===== src/hw/rtl/fbcf_pkg.sv =====
// Package for the FIR block convolution filter.
// Holds the widths, the configuration constants and the command struct
// shared by the controller, the datapath and the top level.
`default_nettype none

package fbcf_pkg;

  localparam int SampleW   = 16;
  localparam int CoefW     = 16;
  localparam int ProdW     = SampleW + CoefW;
  localparam int AccW      = 48;
  localparam int FracBits  = 15;
  localparam int CoefWords = 8;
  localparam int TapsPerWord = 4;
  localparam int CoefWordW = CoefW * TapsPerWord;
  localparam int CoefSelW  = 3;
  localparam int CfgIdxW   = 4;
  localparam int TapIdxW   = 5;

  typedef struct packed {
    logic                 shift_in;
    logic                 clear_acc;
    logic                 mac_en;
    logic                 load_out;
    logic [TapIdxW-1:0]   tap_idx;
  } fbcf_cmd_t;

endpackage

`default_nettype wire


===== src/hw/rtl/fbcf_ctrl.sv =====
// Controller for the FIR block convolution filter.
// Sequences sample intake, one multiply-accumulate per tap and the output
// transaction; depends on fbcf_pkg.
`default_nettype none

module fbcf_ctrl
  import fbcf_pkg::*;
#(
  parameter int TAPS = 32
) (
  input  wire logic  clk,
  input  wire logic  rst_n,
  input  wire logic  in_tvalid,
  output logic       in_tready,
  output logic       out_tvalid,
  input  wire logic  out_tready,
  output fbcf_cmd_t  cmd
);

  localparam logic [1:0] S_IDLE = 2'd0;
  localparam logic [1:0] S_MAC  = 2'd1;
  localparam logic [1:0] S_DONE = 2'd2;

  localparam logic [TapIdxW-1:0] LastTap = TapIdxW'(TAPS - 1);

  logic [1:0]         state_r, state_nxt;
  logic [TapIdxW-1:0] cnt_r, cnt_nxt;
  logic               out_valid_r, out_valid_nxt;

  always_comb begin
    state_nxt     = state_r;
    cnt_nxt       = cnt_r;
    in_tready     = 1'b0;
    cmd.shift_in  = 1'b0;
    cmd.clear_acc = 1'b0;
    cmd.mac_en    = 1'b0;
    cmd.load_out  = 1'b0;
    cmd.tap_idx   = cnt_r;
    case (state_r)
      S_IDLE: begin
        in_tready = 1'b1;
        if (in_tvalid) begin
          cmd.shift_in  = 1'b1;
          cmd.clear_acc = 1'b1;
          cnt_nxt       = '0;
          state_nxt     = S_MAC;
        end
      end
      S_MAC: begin
        cmd.mac_en = 1'b1;
        if (cnt_r == LastTap) begin
          state_nxt = S_DONE;
        end else begin
          cnt_nxt = cnt_r + 1'b1;
        end
      end
      S_DONE: begin
        if (!out_valid_r || out_tready) begin
          cmd.load_out = 1'b1;
          state_nxt    = S_IDLE;
        end
      end
      default: begin
        state_nxt = S_IDLE;
      end
    endcase
  end

  always_comb begin
    if (cmd.load_out) begin
      out_valid_nxt = 1'b1;
    end else if (out_tready) begin
      out_valid_nxt = 1'b0;
    end else begin
      out_valid_nxt = out_valid_r;
    end
  end

  assign out_tvalid = out_valid_r;

  always_ff @(posedge clk) begin
    if (!rst_n) begin
      state_r     <= S_IDLE;
      cnt_r       <= '0;
      out_valid_r <= 1'b0;
    end else begin
      state_r     <= state_nxt;
      cnt_r       <= cnt_nxt;
      out_valid_r <= out_valid_nxt;
    end
  end

endmodule

`default_nettype wire


===== src/hw/rtl/fbcf_datapath.sv =====
// Datapath for the FIR block convolution filter.
// Holds the coefficient registers, the delay line, the shared multiply-
// accumulate unit and the output register; depends on fbcf_pkg.
`default_nettype none

module fbcf_datapath
  import fbcf_pkg::*;
#(
  parameter int TAPS = 32
) (
  input  wire logic                  clk,
  input  wire logic                  rst_n,
  input  wire fbcf_cmd_t             cmd,
  input  wire logic [SampleW-1:0]    sample_in,
  input  wire logic                  cfg_wr,
  input  wire logic [CfgIdxW-1:0]    cfg_index,
  input  wire logic [CoefWordW-1:0]  cfg_data,
  output logic [SampleW-1:0]         sample_out,
  output logic                       saturated
);

  localparam int DlIdxW = (TAPS > 1) ? $clog2(TAPS) : 1;
  localparam int QW     = AccW - FracBits;

  logic [CoefWordW-1:0]       coef_r [CoefWords];
  logic signed [SampleW-1:0]  dl_r [TAPS];
  logic signed [AccW-1:0]     acc_r;
  logic [SampleW-1:0]         sample_r;
  logic                       sat_r;

  logic [CoefWordW-1:0]       coef_word;
  logic signed [CoefW-1:0]    tap;
  logic signed [SampleW-1:0]  dl_tap;
  logic signed [ProdW-1:0]    prod;
  logic signed [AccW-1:0]     rounded;
  logic [QW-1:0]              q;
  logic                       in_range;
  logic [SampleW-1:0]         sample_nxt;

  always_comb begin
    coef_word  = coef_r[cmd.tap_idx[TapIdxW-1:2]];
    tap        = coef_word[cmd.tap_idx[1:0]*CoefW +: CoefW];
    dl_tap     = dl_r[cmd.tap_idx[DlIdxW-1:0]];
    prod       = tap * dl_tap;
    rounded    = acc_r + AccW'(signed'(1 << (FracBits - 1)));
    q          = rounded[AccW-1:FracBits];
    in_range   = (q[QW-1:SampleW-1] == '0) || (q[QW-1:SampleW-1] == '1);
    if (in_range) begin
      sample_nxt = q[SampleW-1:0];
    end else if (q[QW-1]) begin
      sample_nxt = {1'b1, {(SampleW-1){1'b0}}};
    end else begin
      sample_nxt = {1'b0, {(SampleW-1){1'b1}}};
    end
  end

  always_ff @(posedge clk) begin
    if (!rst_n) begin
      for (int i = 0; i < CoefWords; i++) begin
        coef_r[i] <= '0;
      end
    end else if (cfg_wr && !cfg_index[CfgIdxW-1]) begin
      coef_r[cfg_index[CoefSelW-1:0]] <= cfg_data;
    end
  end

  always_ff @(posedge clk) begin
    if (!rst_n) begin
      for (int i = 0; i < TAPS; i++) begin
        dl_r[i] <= '0;
      end
    end else if (cmd.shift_in) begin
      dl_r[0] <= sample_in;
      for (int i = 1; i < TAPS; i++) begin
        dl_r[i] <= dl_r[i-1];
      end
    end
  end

  always_ff @(posedge clk) begin
    if (cmd.clear_acc) begin
      acc_r <= '0;
    end else if (cmd.mac_en) begin
      acc_r <= acc_r + AccW'(prod);
    end
    if (cmd.load_out) begin
      sample_r <= sample_nxt;
      sat_r    <= !in_range;
    end
  end

  assign sample_out = sample_r;
  assign saturated  = sat_r;

endmodule

`default_nettype wire


===== src/hw/rtl/fir_block_convolution_filter.sv =====
// Sequence: after the input transaction the controller steps S_MAC through the taps, and
// S_DONE then loads the output register that drives out_tvalid. A new sample is taken only
// in S_IDLE, once the single shared multiply-accumulate unit (one tap a cycle) is done.
// A result that waits on out_tready holds the next result in S_DONE until it is taken.
// Reset: rst_n is synchronous and active low; it clears the coefficients, the
// delay line and all control state. Configuration writes complete every cycle.
`default_nettype none

module fir_block_convolution_filter
  import fbcf_pkg::*;
#(
  parameter int TAPS = 32
) (
  input  wire logic                  clk,
  input  wire logic                  rst_n,
  input  wire logic                  in_tvalid,
  output logic                       in_tready,
  input  wire logic [15:0]           in_tdata,   // [15:0] sample_in
  output logic                       out_tvalid,
  input  wire logic                  out_tready,
  output logic [15:0]                out_tdata,  // [15:0] sample_out
  output logic                       out_tuser,  // [0] saturated
  input  wire logic                  cfg_valid,
  output logic                       cfg_ready,
  input  wire logic [CfgIdxW-1:0]    cfg_index,
  input  wire logic [CoefWordW-1:0]  cfg_data
);

  fbcf_cmd_t cmd;

  assign cfg_ready = 1'b1;

  fbcf_ctrl #(
    .TAPS(TAPS)
  ) u_ctrl (
    .clk       (clk),
    .rst_n     (rst_n),
    .in_tvalid (in_tvalid),
    .in_tready (in_tready),
    .out_tvalid(out_tvalid),
    .out_tready(out_tready),
    .cmd       (cmd)
  );

  fbcf_datapath #(
    .TAPS(TAPS)
  ) u_datapath (
    .clk       (clk),
    .rst_n     (rst_n),
    .cmd       (cmd),
    .sample_in (in_tdata),
    .cfg_wr    (cfg_valid && cfg_ready),
    .cfg_index (cfg_index),
    .cfg_data  (cfg_data),
    .sample_out(out_tdata),
    .saturated (out_tuser)
  );

`ifndef NO_ASSERTIONS
  a_busy_after_accept: assert property (@(posedge clk) disable iff (!rst_n)
    (in_tvalid && in_tready) |=> !in_tready)
    else $error("Input accepted while a sample is being processed.");

  a_mac_not_idle: assert property (@(posedge clk) disable iff (!rst_n)
    cmd.mac_en |-> !in_tready)
    else $error("Accumulation running while the input is ready.");

  a_out_drops: assert property (@(posedge clk) disable iff (!rst_n)
    (out_tvalid && out_tready && !cmd.load_out) |=> !out_tvalid)
    else $error("Result repeated after its transaction.");
`endif

endmodule

`default_nettype wire

===== config.mk =====
export PLATFORM = sky130hd
export DESIGN_NAME = fir_block_convolution_filter
export DESIGN_NICKNAME = d
export VERILOG_FILES = /design/src/hw/rtl/fbcf_pkg.sv /design/src/hw/rtl/fbcf_ctrl.sv /design/src/hw/rtl/fbcf_datapath.sv /design/src/hw/rtl/fir_block_convolution_filter.sv
export SDC_FILE = /design/constraint.sdc
export NUM_CORES = 2
export LEC_CHECK = 0
export ABC_AREA = 1
export BUFFER_PORTS_ARGS = -buffer_cell sky130_fd_sc_hd__buf_2
export CORE_ASPECT_RATIO = 0.5
export CORE_UTILIZATION = 65
export DETAILED_ROUTE_END_ITERATION = 6
export PLACE_DENSITY = 0.82
export SLEW_MARGIN = 30
export SYNTH_ARGS = -nofsm -noshare
export SYNTH_HDL_FRONTEND = slang
export SYNTH_SLANG_ARGS = --single-unit

===== constraint.sdc =====
create_clock -name clk -period 27.1 [get_ports clk]
set_input_delay 2.71 -clock clk [delete_from_list [all_inputs] [get_ports clk]]
set_output_delay 2.71 -clock clk [all_outputs]
set_load 0.05 [all_outputs]

# == Word-level counts from Yosys, hierarchy flattened ==
# Memory sizes are Yosys's and may differ from the RTL's. A register that Yosys moved wholly into a read port is not among the register bits.
# Index checks and enable logic that the tools add are counted.
# word_totals
ff_bits,73
latch_bits,0
ramBits,1024
rom_bits,0
inputBits,89
output_inout_bits,20
wordCells,129
n_memories,2
# op_classes
add_sub_neg,3
mul,1
div_mod_pow,0
order_cmp,0
eq_ne,8
n_shift,1
mux,63
bitwise,32
n_reduce_logical,13
# memory_table
memory,words,word_bits,read_ports,rd_ports_with_merged_regs,wr,line,text
u_datapath.coef_r,8,64,1,1,8,fbcf_datapath.sv:25,logic [CoefWordW-1:0] coef_r [CoefWords];
u_datapath.dl_r,32,16,32,1,32,fbcf_datapath.sv:26,logic signed [SampleW-1:0] dl_r [TAPS];
# op_table
op,count
$mux 16,34
$mux 64,1
$reduce_or 64->1,1
$shiftx 64x7->16,1
$add 48x16->48 const B,1
$add 48x32->48,1
$mul 16x16->32,1
$or 1x1->1,32
$mux 5,4
$eq 18x18->1 const B,1
$logic_not 18->1,1
$mux 1,14
$mux 2,5
$pmux 5 s2,1
$mux 3,3
$pmux 2 s3,1
$reduce_and 3->1,2
$add 5x1->5 const B,1
$eq 5x5->1 const B,1
$ne 2x1->1 const B,2
$ne 2x2->1 const B,2
$reduce_bool 2->1,2
$logic_not 1->1,3
$eq 2x1->1 const B,1
4 further kinds,5

# == Longest topological paths before layout ==
# depth
word_depth,7
mapped_depth,43
depth_no_buf,39

# == By module ==
# A second synthesis with hierarchy kept.
# hier_totals
cells_unflattened,7045
area_unflattened_um2,64856.0
# modules_own_cells
module,instances,cells_each,area_per_inst_um2,seq_area_each_um2
fbcf_datapath,1,6980,64364.2,32220.9
fbcf_ctrl,1,63,480.5,160.2
fir_block_convolution_filter,1,2,11.3,0.0

# == Least setup slack after synthesis ==
# Ideal clock, no wire load.
# synth_path
path_kind,input to register
start,input port in_tvalid
end,memory u_datapath.dl_r[0][0] (enable)
setup_time_ns,3.653
t_arrival_ns,11.336
required_ns,23.447
setup_slack_ns,12.110
stages,3
n_path_buf,1
cell_sequence,nand2_1 buf_1 nand2_1
# synth_lines
element,line,text
from (decl),fir_block_convolution_filter.sv:16,"input wire logic in_tvalid,"
to (decl),fbcf_datapath.sv:26,

==> flow_summary.json <==
{
  "outcome": "complete, but fails checks",
  "violations": "design-rule violations",
  "ys_warn_count": 0,
  "worst_pin_slew_ns": 1.10,
  "cp_num_buf_inv": 11,
  "hold_buffers": 0,
  "dp_hpwl_mm": 106,
  "die_x_um": 449,
  "crit_slowest_cell": "fa_1",
  "max_cap_viol_count": 0,
  "cts_tree": "yes",
  "grt_pass1_wl_mm": 266,
  "antenna_left": 0,
  "fin_crit_sh": 0.389,
  "clock_path_buffers": 3,
  "finalCriticalPeriod_ns": 10.55,
  "drc": 1,
  "ys.flop_type": "edfxtp_1",
  "syn-num-nets": 7611,
  "grt_util_all_layers": 0.338,
  "startpoint_type": "flop",
  "drt-initial-drc-count": 5846,
  "diodes": 0,
  "cp.required_ns": 27.70,
  "drive_above_1_share": 0.0548,
  "crit_family": "adder cells",
  "syn2layout_area_growth_pct": 6.75,
  "dieArea_um2": 101000,
  "cts.sink_count": 1102,
  "setup_viol": 0,
  "gp_congestion": 0.945,
  "rows": 81,
  "antenna_found_initial": 2,
  "setup_tns_ns": 0,
  "arrival_ns": 11.15,
  "synthCells": 7026,
  "grt_setup_unrepaired": "no",
  "end_kind": "flop",
  "routed_wl_mm": 172,
  "syn_area_um2": 64900,
  "critical_path_class": "flop to flop",
  "grt_start_max_net_pins": 230,
  "synth_cell_types": 49,
  "grt.overflow.total": 0,
  "drt-vias-per-instance": 5.94,
  "detail_route.wl_per_cell_um": 20.6,
  "htree_levels": 3,
  "slew_headroom": 0.257,
  "core_um2": 98300,
  "path_clk_slew_ns": 0.07,
  "r2r_setup_slack_ns": 16.55,
  "die_h_um": 225,
  "seq_area_frac_synth": 0.501,
  "hp-class": "flop to flop",
  "numCtsBuffers": 95,
  "vias": 49500,
  "hold_violations": 0,
  "insertion_delay_ns": 0.74,
  "synth_seq_cells": 1102,
  "fin_worst_skew_ns": 0.0592,
  "nNetsFinal": 7507,
  "report.final.slew_viol_count": 0,
  "slowest_delay_ns": 0.84,
  "io_pins": 109,
  "syn_avg_cell_area_um2": 9.23,
  "synth_edf_count": 1041,
  "cts_root_buffer": "clkbuf_16",
  "ys_async_sr_fraction": 0,
  "initial_core_util": 0.660,
  "io_buffers": 107,
  "max_freq_mhz": 94.8,
  "critPathMaxFanout": 196,
  "first_pass_iters": 7,
  "cts_resized": 0,
  "grt_pass1_vias": 49300,
  "cts_setup_buffers": 0
}
[path summary, 6_finish.rpt]
check | from | to | depth (start not counted)
setup / recovery | flop | u_datapath.acc_r[47] | 35
hold / removal | u_datapath.acc_r[1] | u_datapath.acc_r[1] | 2
setup reg to reg | flop | u_datapath.acc_r[47] | 35
hold reg to reg | u_datapath.acc_r[1] | u_datapath.acc_r[1] | 2
[cells by family after synthesis]
| kind of cell | count (synthesis) | share of synthesized area |
|---|---|---|
| DFF | 1102 | 0.501 |
| AOI/OAI and AO/OA | 1111 | 0.0977 |
| adders and majority gates | 496 | 0.138 |
| buffers and inverters | 1627 | 0.0986 |
| xor gates and xnor gates | 40 | 0.00540 |
| and+or+nand+nor | 2648 | 0.160 |
| muxes | 1 | 0.000212 |
| other | 1 | 0.0000578 |
[cell type report]
class | count | area [um^2]
Clock inverter | 58 | 574
Sequential cell | 1102 | 32500
Clock buffer | 118 | 2490
Multi-Input combinational cell | 4297 | 26100
Tap cell | 1328 | 1660
Fill cell | 7134 | 29100
Inverter | 1260 | 4750
Timing Repair Buffer | 166 | 1150
[through the flow]
stage / utilization / cell area [um^2] / hold WS [ns] / instances / worst slack [ns]
2_1_floorplan: - / 64900 / 0.462 / 7026 / 12.11
3_3_place_gp: 0.671 / 66000 / 0.471 / 8148 / 16.87
3_5_place_dp: 0.672 / 66100 / 0.493 / 8151 / 16.73
4_1_cts: 0.704 / 69200 / 0.502 / 8327 / 16.65
5_1_grt: 0.704 / 69200 / 0.535 / 8329 / 15.82
6_report: 0.704 / 69200 / 0.500 / 8329 / 16.55
[cells in the mapped netlist, types with 29 or more instances]
master	count	area share
nor2_1	1539	0.089
inv_1	1236	0.072
edfxtp_1	1041	0.48
nand2_1	845	0.049
o21ai_0	642	0.050
fa_1	362	0.11
nand3_1	214	0.017
a21oi_1	203	0.016
clkbuf_1	174	0.010
ha_1	134	0.026
o221ai_1	133	0.018
buf_2	118	0.0091
dfxtp_1	61	0.019
o22ai_1	52	0.0050
buf_1	43	0.0025
xor2_1	29	0.0039
[registers in the layout, summed over array words and instances (netlist names), named ones only]
| name | cells |
|---|---|
| u_ctrl.cnt_r | 5 |
| u_datapath.dl_r | 512 |
| u_datapath.sample_out | 16 |
| u_datapath.saturated | 1 |
| u_datapath.coef_r | 512 |
| u_ctrl.out_tvalid | 1 |
| u_ctrl.state_r | 2 |
| u_datapath.acc_r | 48 |
[worst min-delay path, cell delays in order (launching register included)]
cell and delay [ns]:
dfxtp_1 0.32, nor2_1 0.09, nor2_1 0.05
[routing by layer]
layer	GRT usage	wire length, um
met2	0.556	81500
met1	0.443	65400
met4	0.159	7630
met3	0.0552	17100
met5	0	23
[layout by cell type, fill, tap and decap left out, types with 7 or more instances in the layout]
master,n
a21oi_1,203
buf_2,106
buf_4,43
buf_6,7
clkbuf_1,21
clkbuf_16,96
clkinv_1,21
clkinv_2,16
dfxtp_1,56
edfxtp_1,1041
fa_1,362
ha_1,134
inv_1,1235
inv_2,19
nand2_1,828
nand2_2,10
nand2_4,9
nand3_1,213
nand4_1,13
nor2_1,1539
nor2_2,7
nor3_1,7
o211ai_1,7
o21ai_0,642
o21ai_1,13
o21ai_2,12
o21bai_1,23
o221ai_1,133
o22ai_1,52
xnor2_1,11
xor2_1,29
Power is left out: the tool's default activity adds up to more than one toggle a clock period on the data nets, which glitch-free logic cannot reach.
